<file path="src/hw/rtl/i2cbr_pkg.sv">
`default_nettype none
package i2cbr_pkg;

  // sequencer phases
  localparam logic [2:0] PH_IDLE     = 3'd0;
  localparam logic [2:0] PH_SETTLE   = 3'd1;
  localparam logic [2:0] PH_CLK_LOW  = 3'd2;
  localparam logic [2:0] PH_CLK_HIGH = 3'd3;
  localparam logic [2:0] PH_POLL     = 3'd4;
  localparam logic [2:0] PH_START    = 3'd5;
  localparam logic [2:0] PH_STOP     = 3'd6;

  // completion codes
  localparam logic [1:0] ST_OK        = 2'd0;
  localparam logic [1:0] ST_SCL_LOW   = 2'd1;
  localparam logic [1:0] ST_STRETCH   = 2'd2;
  localparam logic [1:0] ST_SDA_STUCK = 2'd3;

  // configuration register indexes
  localparam logic [2:0] REG_SETTLE_TICKS = 3'd0;
  localparam logic [2:0] REG_HALF_PERIOD  = 3'd1;
  localparam logic [2:0] REG_POLL_TICKS   = 3'd2;
  localparam logic [2:0] REG_MAX_PULSES   = 3'd3;
  localparam logic [2:0] REG_MAX_POLLS    = 3'd4;

  localparam logic [23:0] SETTLE_RST = 24'd2500000;
  localparam logic [15:0] HALF_RST   = 16'd10;
  localparam logic [23:0] POLL_RST   = 24'd100000;
  localparam logic [5:0]  PULSES_RST = 6'd20;
  localparam logic [5:0]  POLLS_RST  = 6'd20;

  typedef struct packed {
    logic cmd;
    logic scl_level;
    logic sda_level;
  } in_t;

  typedef struct packed {
    logic       scl_drive_low;
    logic       sda_drive_low;
    logic       pullup_enable;
    logic       busy_res;
    logic       done_res;
    logic [1:0] status;
  } out_t;

  typedef struct packed {
    logic [23:0] settle_ticks;
    logic [15:0] half_period_ticks;
    logic [23:0] poll_ticks;
    logic [5:0]  max_pulses;
    logic [5:0]  max_polls;
  } cfg_t;

  typedef struct packed {
    logic [2:0]  phase;
    logic [23:0] tick_timer;
    logic [5:0]  pulses_left;
    logic [5:0]  polls_left;
    logic [1:0]  last_status;
  } state_t;

endpackage
`default_nettype wire

</file>
<file path="src/hw/rtl/i2cbr_step.sv">
`default_nettype none
module i2cbr_step (
  input  var i2cbr_pkg::state_t st,
  input  var i2cbr_pkg::cfg_t   cfg,
  input  var i2cbr_pkg::in_t    din,
  output i2cbr_pkg::state_t     st_nxt,
  output i2cbr_pkg::out_t       res
);

  logic       decide;
  logic       fin;
  logic [1:0] fin_code;
  logic [5:0] pulses_base;

  always_comb begin
    st_nxt      = st;
    decide      = 1'b0;
    fin         = 1'b0;
    fin_code    = i2cbr_pkg::ST_OK;
    // pulse budget is reloaded when leaving settle
    pulses_base = (st.phase == i2cbr_pkg::PH_SETTLE) ? cfg.max_pulses : st.pulses_left;

    if (st.phase == i2cbr_pkg::PH_IDLE) begin
      if (din.cmd) begin
        st_nxt.phase      = i2cbr_pkg::PH_SETTLE;
        st_nxt.tick_timer = cfg.settle_ticks;
      end
    end else if (st.tick_timer != 24'd0) begin
      st_nxt.tick_timer = st.tick_timer - 24'd1;
    end else begin
      unique case (st.phase)
        i2cbr_pkg::PH_SETTLE: begin
          if (!din.scl_level) begin
            fin      = 1'b1;
            fin_code = i2cbr_pkg::ST_SCL_LOW;
          end else begin
            st_nxt.pulses_left = cfg.max_pulses;
            decide             = 1'b1;
          end
        end
        i2cbr_pkg::PH_CLK_LOW: begin
          st_nxt.phase      = i2cbr_pkg::PH_CLK_HIGH;
          st_nxt.tick_timer = {8'd0, cfg.half_period_ticks};
        end
        i2cbr_pkg::PH_CLK_HIGH: begin
          if (din.scl_level) begin
            decide = 1'b1;
          end else if (cfg.max_polls == 6'd0) begin
            fin      = 1'b1;
            fin_code = i2cbr_pkg::ST_STRETCH;
          end else begin
            st_nxt.polls_left = cfg.max_polls - 6'd1;
            st_nxt.phase      = i2cbr_pkg::PH_POLL;
            st_nxt.tick_timer = cfg.poll_ticks;
          end
        end
        i2cbr_pkg::PH_POLL: begin
          if (din.scl_level) begin
            decide = 1'b1;
          end else if (st.polls_left == 6'd0) begin
            fin      = 1'b1;
            fin_code = i2cbr_pkg::ST_STRETCH;
          end else begin
            st_nxt.polls_left = st.polls_left - 6'd1;
            st_nxt.phase      = i2cbr_pkg::PH_POLL;
            st_nxt.tick_timer = cfg.poll_ticks;
          end
        end
        i2cbr_pkg::PH_START: begin
          st_nxt.phase      = i2cbr_pkg::PH_STOP;
          st_nxt.tick_timer = {8'd0, cfg.half_period_ticks};
        end
        i2cbr_pkg::PH_STOP: begin
          fin      = 1'b1;
          fin_code = i2cbr_pkg::ST_OK;
        end
        default: begin
          st_nxt.phase      = i2cbr_pkg::PH_IDLE;
          st_nxt.tick_timer = 24'd0;
        end
      endcase
    end

    // after an sda sample: another pulse, sda stuck, or start/stop
    if (decide) begin
      if (!din.sda_level) begin
        if (pulses_base != 6'd0) begin
          st_nxt.pulses_left = pulses_base - 6'd1;
          st_nxt.phase       = i2cbr_pkg::PH_CLK_LOW;
          st_nxt.tick_timer  = {8'd0, cfg.half_period_ticks};
        end else begin
          fin      = 1'b1;
          fin_code = i2cbr_pkg::ST_SDA_STUCK;
        end
      end else begin
        st_nxt.phase      = i2cbr_pkg::PH_START;
        st_nxt.tick_timer = {8'd0, cfg.half_period_ticks};
      end
    end

    if (fin) begin
      st_nxt.last_status = fin_code;
      st_nxt.phase       = i2cbr_pkg::PH_IDLE;
      st_nxt.tick_timer  = 24'd0;
    end
  end

  always_comb begin
    res.scl_drive_low = (st_nxt.phase == i2cbr_pkg::PH_CLK_LOW);
    res.sda_drive_low = (st_nxt.phase == i2cbr_pkg::PH_START);
    res.pullup_enable = (st_nxt.phase != i2cbr_pkg::PH_IDLE);
    res.busy_res      = (st_nxt.phase != i2cbr_pkg::PH_IDLE);
    res.done_res      = fin;
    res.status        = st_nxt.last_status;
  end

endmodule
`default_nettype wire

</file>
<file path="src/hw/rtl/i2c_bus_recovery_sequencer.sv">
// I2C bus recovery sequencer. Each request is one timer tick carrying the sampled SCL and
// SDA levels; each one produces exactly one result showing the line drives, pullup enable,
// busy/done flags and the last completion status after that tick. A request is taken every
// clock cycle unless out_ready stalls a pending result: the next state is one pass of
// combinational logic from the state registers, and the result sits in an output register
// that is refilled in the same cycle it is taken, so throughput is one tick per clock.
// Timing registers (settle, half period, poll interval, pulse and poll limits) are to be
// written through the cfg_ port only while no sequence is running; the block does not
// enforce this. cfg_ready is always high and indexes past the last register are ignored.
`default_nettype none
module i2c_bus_recovery_sequencer (
  input  wire                clk,
  input  wire                rst_n,
  input  wire                in_valid,
  output logic               in_ready,
  input  var i2cbr_pkg::in_t in_data,
  output logic               out_valid,
  input  wire                out_ready,
  output i2cbr_pkg::out_t    out_data,
  input  wire                cfg_valid,
  output logic               cfg_ready,
  input  wire  [2:0]         cfg_index,
  input  wire  [23:0]        cfg_data
);

  i2cbr_pkg::state_t st_r;
  i2cbr_pkg::state_t st_nxt;
  i2cbr_pkg::cfg_t   cfg_r;
  i2cbr_pkg::out_t   res;
  i2cbr_pkg::out_t   out_r;
  logic              out_valid_r;
  logic              in_acc;

  assign in_ready  = !out_valid_r || out_ready;
  assign in_acc    = in_valid && in_ready;
  assign cfg_ready = 1'b1;
  assign out_valid = out_valid_r;
  assign out_data  = out_r;

  i2cbr_step u_step (
    .st     (st_r),
    .cfg    (cfg_r),
    .din    (in_data),
    .st_nxt (st_nxt),
    .res    (res)
  );

  always_ff @(posedge clk) begin
    if (!rst_n) begin
      st_r <= '0;
    end else if (in_acc) begin
      st_r <= st_nxt;
    end
  end

  always_ff @(posedge clk) begin
    if (!rst_n) begin
      out_valid_r <= 1'b0;
    end else if (in_acc) begin
      out_valid_r <= 1'b1;
    end else if (out_ready) begin
      out_valid_r <= 1'b0;
    end
  end

  always_ff @(posedge clk) begin
    if (in_acc) begin
      out_r <= res;
    end
  end

  always_ff @(posedge clk) begin
    if (!rst_n) begin
      cfg_r.settle_ticks      <= i2cbr_pkg::SETTLE_RST;
      cfg_r.half_period_ticks <= i2cbr_pkg::HALF_RST;
      cfg_r.poll_ticks        <= i2cbr_pkg::POLL_RST;
      cfg_r.max_pulses        <= i2cbr_pkg::PULSES_RST;
      cfg_r.max_polls         <= i2cbr_pkg::POLLS_RST;
    end else if (cfg_valid && cfg_ready) begin
      unique case (cfg_index)
        i2cbr_pkg::REG_SETTLE_TICKS: cfg_r.settle_ticks      <= cfg_data;
        i2cbr_pkg::REG_HALF_PERIOD:  cfg_r.half_period_ticks <= cfg_data[15:0];
        i2cbr_pkg::REG_POLL_TICKS:   cfg_r.poll_ticks        <= cfg_data;
        i2cbr_pkg::REG_MAX_PULSES:   cfg_r.max_pulses        <= cfg_data[5:0];
        i2cbr_pkg::REG_MAX_POLLS:    cfg_r.max_polls         <= cfg_data[5:0];
        default: ;
      endcase
    end
  end

  // idle is always entered with the timer cleared
  a_idle_timer: assert property (@(posedge clk) disable iff (!rst_n)
    (st_r.phase == i2cbr_pkg::PH_IDLE) |-> (st_r.tick_timer == 24'd0))
    else $error("idle phase with running timer");

  a_done_not_busy: assert property (@(posedge clk) disable iff (!rst_n)
    (out_valid_r && out_r.done_res) |-> !out_r.busy_res)
    else $error("finish reported while still busy");

  a_one_drive: assert property (@(posedge clk) disable iff (!rst_n)
    out_valid_r |-> !(out_r.scl_drive_low && out_r.sda_drive_low))
    else $error("both lines driven low");

  a_result_held: assert property (@(posedge clk) disable iff (!rst_n)
    (out_valid_r && !out_ready) |=> (out_valid_r && $stable(out_r)))
    else $error("pending result lost or changed");

  a_state_held: assert property (@(posedge clk) disable iff (!rst_n)
    !in_acc |=> $stable(st_r))
    else $error("state moved without a request");

endmodule
`default_nettype wire

</file>
<file path="config.mk">
export PLATFORM = sky130hd
export DESIGN_NAME = i2c_bus_recovery_sequencer
export DESIGN_NICKNAME = d
export VERILOG_FILES = /design/src/hw/rtl/i2cbr_pkg.sv /design/src/hw/rtl/i2cbr_step.sv /design/src/hw/rtl/i2c_bus_recovery_sequencer.sv
export SDC_FILE = /design/constraint.sdc
export NUM_CORES = 1
export LEC_CHECK = 0
export ABC_AREA = 1
export BUFFER_PORTS_ARGS = -buffer_cell sky130_fd_sc_hd__buf_2
export CORE_ASPECT_RATIO = 1.75
export CORE_MARGIN = 2
export CORE_UTILIZATION = 25
export DETAILED_ROUTE_END_ITERATION = 6
export PLACE_DENSITY_LB_ADDON = 0.12
export SETUP_SLACK_MARGIN = 0.05
export SLEW_MARGIN = 20
export SYNTH_ARGS = -nofsm -noshare
export SYNTH_HDL_FRONTEND = slang
export SYNTH_SLANG_ARGS = --single-unit
</file>
<file path="constraint.sdc">
create_clock -name clk -period 2.79 [get_ports clk]
set_clock_uncertainty 0.1 [all_clocks]
set_input_delay 0.558 -clock clk [delete_from_list [all_inputs] [get_ports clk]]
set_output_delay 0.558 -clock clk [all_outputs]
set_load 0.05 [all_outputs]
</file>
* Word level (Yosys, flattened, before mapping)
Index checks and enable logic that the tools add are counted.
** Storage, ports and cells
- Logic and storage cells :: 111
- Register bits :: 124
- Output and inout port bits :: 10
** Cells by class
- Add/subtract/negate cells :: 4
- Mux-type cells :: 53
- Eq/ne operators :: 16
- Bitwise gates (word level) :: 2
- Reduce and logical (&&, ||, !) cells :: 20
** Operator list (number)
- $mux 27 :: 8
- $pmux 27 s5 :: 1
- $mux 33 :: 2
- $mux 6 :: 8
- $mux 12 :: 2
- $mux 24 :: 1
- $reduce_bool 24->1 :: 1
- $sub 24x1->24 const B :: 1
- $mux 2 :: 10
- $sub 6x1->6 const B :: 3
- $mux 1 :: 17
- $eq 3x2->1 const B :: 5
- $eq 3x3->1 const B :: 5
- $logic_not 6->1 :: 2
- $pmux 6 s2 :: 1
- $reduce_and 2->1 :: 5
- $ne 2x2->1 const B :: 4
- $reduce_and 8->1 :: 1
- $eq 3x1->1 const B :: 2
- $logic_not 3->1 :: 2
- $pmux 2 s3 :: 1
- $reduce_bool 6->1 :: 1
- $pmux 1 s4 :: 1
- $reduce_bool 2->1 :: 2
- other kinds (8) :: 9

* Longest topological paths before layout
- Depth in word-level cells :: 11
- Gate-level depth with buffers :: 18
- Gate-level depth less buffers :: 16

* Cells and area by module
Synthesis repeated with hierarchy kept, for this count alone.
** Unflattened totals
- Cell total of the unflattened synthesis :: 1332
- Area total of the unflattened synthesis :: 8159.1 um^2
** Modules (own cells, without submodules)
- i2c_bus_recovery_sequencer :: cells each 671, area each 4996.0 um^2, instances 1
- i2cbr_step :: cells each 661, area each 3163.0 um^2, instances 1

* Least setup slack after synthesis
No wires, ideal clock.
- Kind :: register to register
- From :: register st_r[38] (netlist bit)
- To :: register out_r (netlist bit out_data[3]), data pin
- Arrival time :: 1.962 ns
- Slack :: 0.464 ns
- Path buffers :: 1
- Period minus slack after synthesis :: 2.326 ns
- Stages on the path, launching flop included :: 14
- Cells stage by stage :: dfxtp_1 -> inv_2 -> nor2_4 -> nand2_2 -> buf_4 -> o21ai_0 -> inv_1 -> ha_1 -> nand2_1 -> nor2_1 -> nand2_1 -> nand3_2 -> nand3_1 -> nand3_1
** RTL lines
- start: declaration :: RTL line i2c_bus_recovery_sequencer.sv:26 : i2cbr_pkg::state_t st_r;
- start signal: assignment :: RTL line i2c_bus_recovery_sequencer.sv:52 : st_r <= st_nxt;
- end signal: assignment :: RTL line i2c_bus_recovery_sequencer.sv:68 : out_r <= res;
- end: declaration :: RTL line i2c_bus_recovery_sequencer.sv:30 : i2cbr_pkg::out_t out_r;

* Worst setup path in the final report
- From :: register st_r[38] (netlist bit)
- To :: register st_r[14] (netlist bit)
** Between the ends
- Cells in the longest elaborated chain, start to end :: 9
- Elaborated cells between the ends (all ways) :: 27
- Those cells by class :: eq/ne (6); mux (17); reduce/logical (4)
** RTL lines
- $eq 3x3->1 / $eq 3x1->1 (equally long branches) :: RTL line i2cbr_step.sv:31, i2cbr_step.sv:21
- $reduce_or 2->1 (no line)
- $pmux 27 s5 :: RTL line i2cbr_step.sv:31 : unique case (st.phase)
- $mux 24 :: RTL line i2cbr_step.sv:28 : end else if (st.tick_timer != 24'd0) begin
- $mux 27 :: RTL line i2cbr_step.sv:23 : if (st.phase == i2cbr_pkg::PH_IDLE) begin
- $mux 33 :: RTL line i2cbr_step.sv:87 : if (pulses_base != 6'd0) begin
- $mux 27 :: RTL line i2cbr_step.sv:86 : if (!din.sda_level) begin
- $mux 33 :: RTL line i2cbr_step.sv:85 : if (decide) begin
- $mux 27 (*) :: RTL line i2cbr_step.sv:101 : if (fin) begin
Every way passes the cells marked *; elsewhere a longest branch is shown, timed or not.
A chain may end at the register's enable or synchronous reset.

==> results list <==
- Post-DRT Antenna Nets: 0
- Power spread over the standard cell area amounts to about 680 nW/um^2.
* Post-synthesis share of cell area spent on and, or, nand and nor gates: 35.55%
- Initial antenna violation count: 0
* Dpl cells: 1535
- After synthesis the netlist holds a flip-flop and latch count of 124.
* Register area share after synthesis: 35.12%
- The tree built by TritonCTS fans out to roughly 120 sinks.
* Final-layout worst hold slack: 0.2497 ns
- Setup violations remaining at the end of the flow were counted as 0.
* Final hold violations: 0
- Final standard cell count with taps included and fillers excluded: around 1600
- Post-synthesis async set-or-reset flop share: 0%
* Multiplexer share of the synthesized area: about 3.0%
- Synthesized area per cell: 6.441 um^2
* Number of resized instances in the post-cts repair step: 0
* Endpoint required time on the critical path: 3.00 ns
- The clock passes through at most 2 buffers.
- The clock network burns 35.4% of the power.
- Entering global routing, the biggest net connects 68 pins.
* Cells after synthesis: between 1000 and 1500
- Final routed DRC violation total: 0
- Source of the worst hold timing path: cfg_data[21]
- Total power consumption of the routed design: 5875 uW
- Max Slew Vio Count: 0
- Fraction of final layout cells with drive strength greater than 1: 14.24%
- The analysis attributes to cell leakage a power of 0.003909 uW.
- Across the run, the number of max-cap violations was 0.
- Setup repair after global routing could not meet its margin everywhere.
- The initialized floorplan defines 82 standard-cell rows.
- Net count after synthesis: 1162
- Via count of the first global-routing pass: 7393
- In this run the worst path has a maximum fanout of 14.
- Clock-pin slew was measured on the worst setup and hold paths at 0.06 ns.
- STA classifies the critical path endpoint as a flip-flop.
- Type of the most critical hold path: in -> reg
- The first TritonRoute pass finished after 4 iterations.
- WL final: 26.88 mm
- After Yosys synthesis, XOR and XNOR cells account for 1.694% of the synthesized area.
- Die width: 132.6 um
- Number of different library cells in the post-synthesis netlist: 41
- TritonCTS Buffers: 17
- The most used flip-flop cell after synthesis is dfxtp_1.
- Main combinational cell family by area after synthesis: simple AND/OR/NAND/NOR gates
* Number of buffers inserted by post-CTS setup repair: 0
- Summing the areas of all compound-gate instances in the mapped netlist gives 16.06% of the synthesized area.
* Post-synth EDFFs: 6
- The clock reaches the later pin of the worst-skew pair after 0.45 ns.
- Type of element launching the critical path: flip-flop
- The internal power of the cells totals 3720 uW.
- Fraction of power spent switching nets: 36.67%
* Hold bufs inserted after CTS: 0
- Total core area: 28520 um^2
* Clock Tree Root: clkbuf_16
- The worst setup path is of the reg -> reg kind.
- TritonCTS clock tree: done
- Iter 0 DRT Violations: 350
- I/O pin cnt: 45
- For the pin with the worst max-slew slack, the measured transition is 0.6026 ns.
- Floorplan die area: 30390 um^2
- Global routing finished with a remaining overflow of 0.
- Area of the mapped netlist: between 7000 and 8000 um^2
* Tcrit/Tclk final: 88.80%
- HPWL reported at the end of detailed placement: between 15 and 20 mm
- Fmax: 403.6 MHz
- In this run the power spent charging and discharging nets is around 2200 uW.
* H-tree depth: 4
- The detailed router placed around 7300 vias in this run.
- The run finished with clean final reports.
- After layout, the minimum clock period comes to 2.477 ns.
* Startpoint of the most critical register-to-register path: st_r[38]$_SDFFE_PN0P_
- At the worst endpoint, the arrival time is 2.69 ns.
* Drt via density: 4.637
- Tracing the worst setup path back leads to its startpoint at st_r[38]$_SDFFE_PN0P_.
- The share of total power dissipated in combinational logic is 30.3%.
- In the final timing run, aggregate negative setup slack is 0 ns.
- Relative contribution of sequential cells to total power: around 34%
* Effective utilization at floorplan: 25.38%
- After Yosys synthesis, full adders, half adders and majority gates account for 0.5185% of the synthesized area.
- Die height: 229.1 um
- The first global-routing pass estimated 41.86 mm of wire.
- Area added between synthesis and finish: 18.58%
- Total of warnings raised by yosys: 0
* Routability cong.: between 0.8 and 0.9
- For this run, the post-layout net count is 1214.
- 0 antenna diodes ended up in the layout.
- Global Route Usage Sum: 18.21%
* Routed wire length per instance: 17.17 um
- Remaining max-slew budget at the tightest pin: between 50 and 60%
* Number of buffers inserted by port buffering: 43
* Highest ir drop seen on vdd: 456.7 uV
cell families (layout without fill, tap and decap cells):
kind of cell | count (synthesis) | in the layout
AOI/OAI and AO/OA | 211 | 211
xor gates and xnor gates | 14 | 14
adders and majority gates | 3 | 3
buffers and inverters | 139 | 202
DFF | 124 | 124
muxes | 22 | 22
other | 1 | 1
and+or+nand+nor | 610 | 610
synth_stat cells, drive strengths merged (2+ instances only):
library cell / count / share of area, %
or2: 2 / 0.17
edfxtp: 6 / 2.5
nand3: 69 / 4.9
o21ai: 100 / 7.0
mux2i: 22 / 3.0
and2: 2 / 0.21
a31oi: 4 / 0.35
dfxtp: 118 / 33
nand2: 337 / 18
ha: 3 / 0.52
a22oi: 7 / 0.73
xnor2: 6 / 0.73
a21oi: 84 / 6.3
buf: 19 / 1.7
xor2: 8 / 0.97
clkbuf: 34 / 1.8
nand4: 11 / 0.95
a211oi: 2 / 0.21
o211ai: 11 / 1.1
nor3: 7 / 0.48
nor2: 181 / 10
inv: 86 / 4.5
critical path: stages (launching register included):
cell and delay (ns):
dfxtp_1 0.40, inv_2 0.08, nor2_4 0.12, nand2_2 0.15, nand2_1 0.11, o21ai_0 0.08
inv_1 0.13, ha_1 0.20, nand2_1 0.09, nor2_2 0.13, nand2_2 0.12, nand2_2 0.12
nand2_4 0.17, nor2_1 0.15, nand2_1 0.06, nand2_1 0.06, a21oi_1 0.06
layout make-up:
cell class | instances | area [um^2]
repair buffers | 86 | 575.6
flip-flops and latches | 124 | 2542
well taps | 378 | 473.0
inverters | 86 | 322.8
clock inverters | 6 | 38.79
multi-input cells | 861 | 4140
clock buffers | 24 | 491.7
fillers | 3280 | 19940
final timing paths:
kind                            endpoint  slack [ns]  cells after the start
setup / recovery   st_r[14]$_SDFFE_PN0P_        0.31                     16
hold / removal    cfg_r[73]$_SDFFE_PN1P_        0.25                      3
setup reg to reg   st_r[14]$_SDFFE_PN0P_        0.31                     16
hold reg to reg   cfg_r[75]$_SDFFE_PN0P_        0.35                      2
power by group through the flow:
stage	registers (uW)	clock network, uW	logic (uW)
2_1_floorplan	2060	0	1210
3_3_place_gp	2060	0	1800
3_5_place_dp	2060	0	1800
4_1_cts	2020	2130	1800
5_1_grt	2030	2210	2020
6_report	2020	2080	1780
sequential cells by signal, summed over array words and instances, names as in the netlist:
register,count
st_r,41
out_valid,1
out_data,6
cfg_r,76
placed cells by master (no fill, tap or decap), types with 11 or more instances in the layout:
master	synthesis	routed
nand2_1	319	318
nor2_1	170	168
dfxtp_1	118	118
o21ai_0	95	94
inv_1	80	80
a21oi_1	74	74
nand3_1	67	67
buf_2	10	43
buf_4	7	40
mux2i_1	22	22
clkbuf_16	0	17
nand2_2	15	16
o211ai_1	11	11
nand4_1	11	11
metal layers:
metal / part of all wire, % / wire length [um] / global-route usage [%] / vias to the layer above
met2: 57 / 15380 / 36.90 / 101
met4: 4.6 / 1227 / 9.946 / 0
met1: 37 / 9811 / 16.90 / 3359
li1: - / - / - / 3743
met5: 0 / 0 / 0 / -
met3: 1.7 / 462 / 2.722 / 54
through the flow:
stage,instance area (um^2),util [%],worst slack [ns]
after global routing,8584,30.10,0.02354
final,8584,30.10,0.3126
after global placement,8041,28.19,0.3051
after CTS,8572,30.05,0.2588
after floorplan,7239,-,0.4639
after detailed placement,8041,28.19,0.2549
Power figures use the tool's default switching activity.
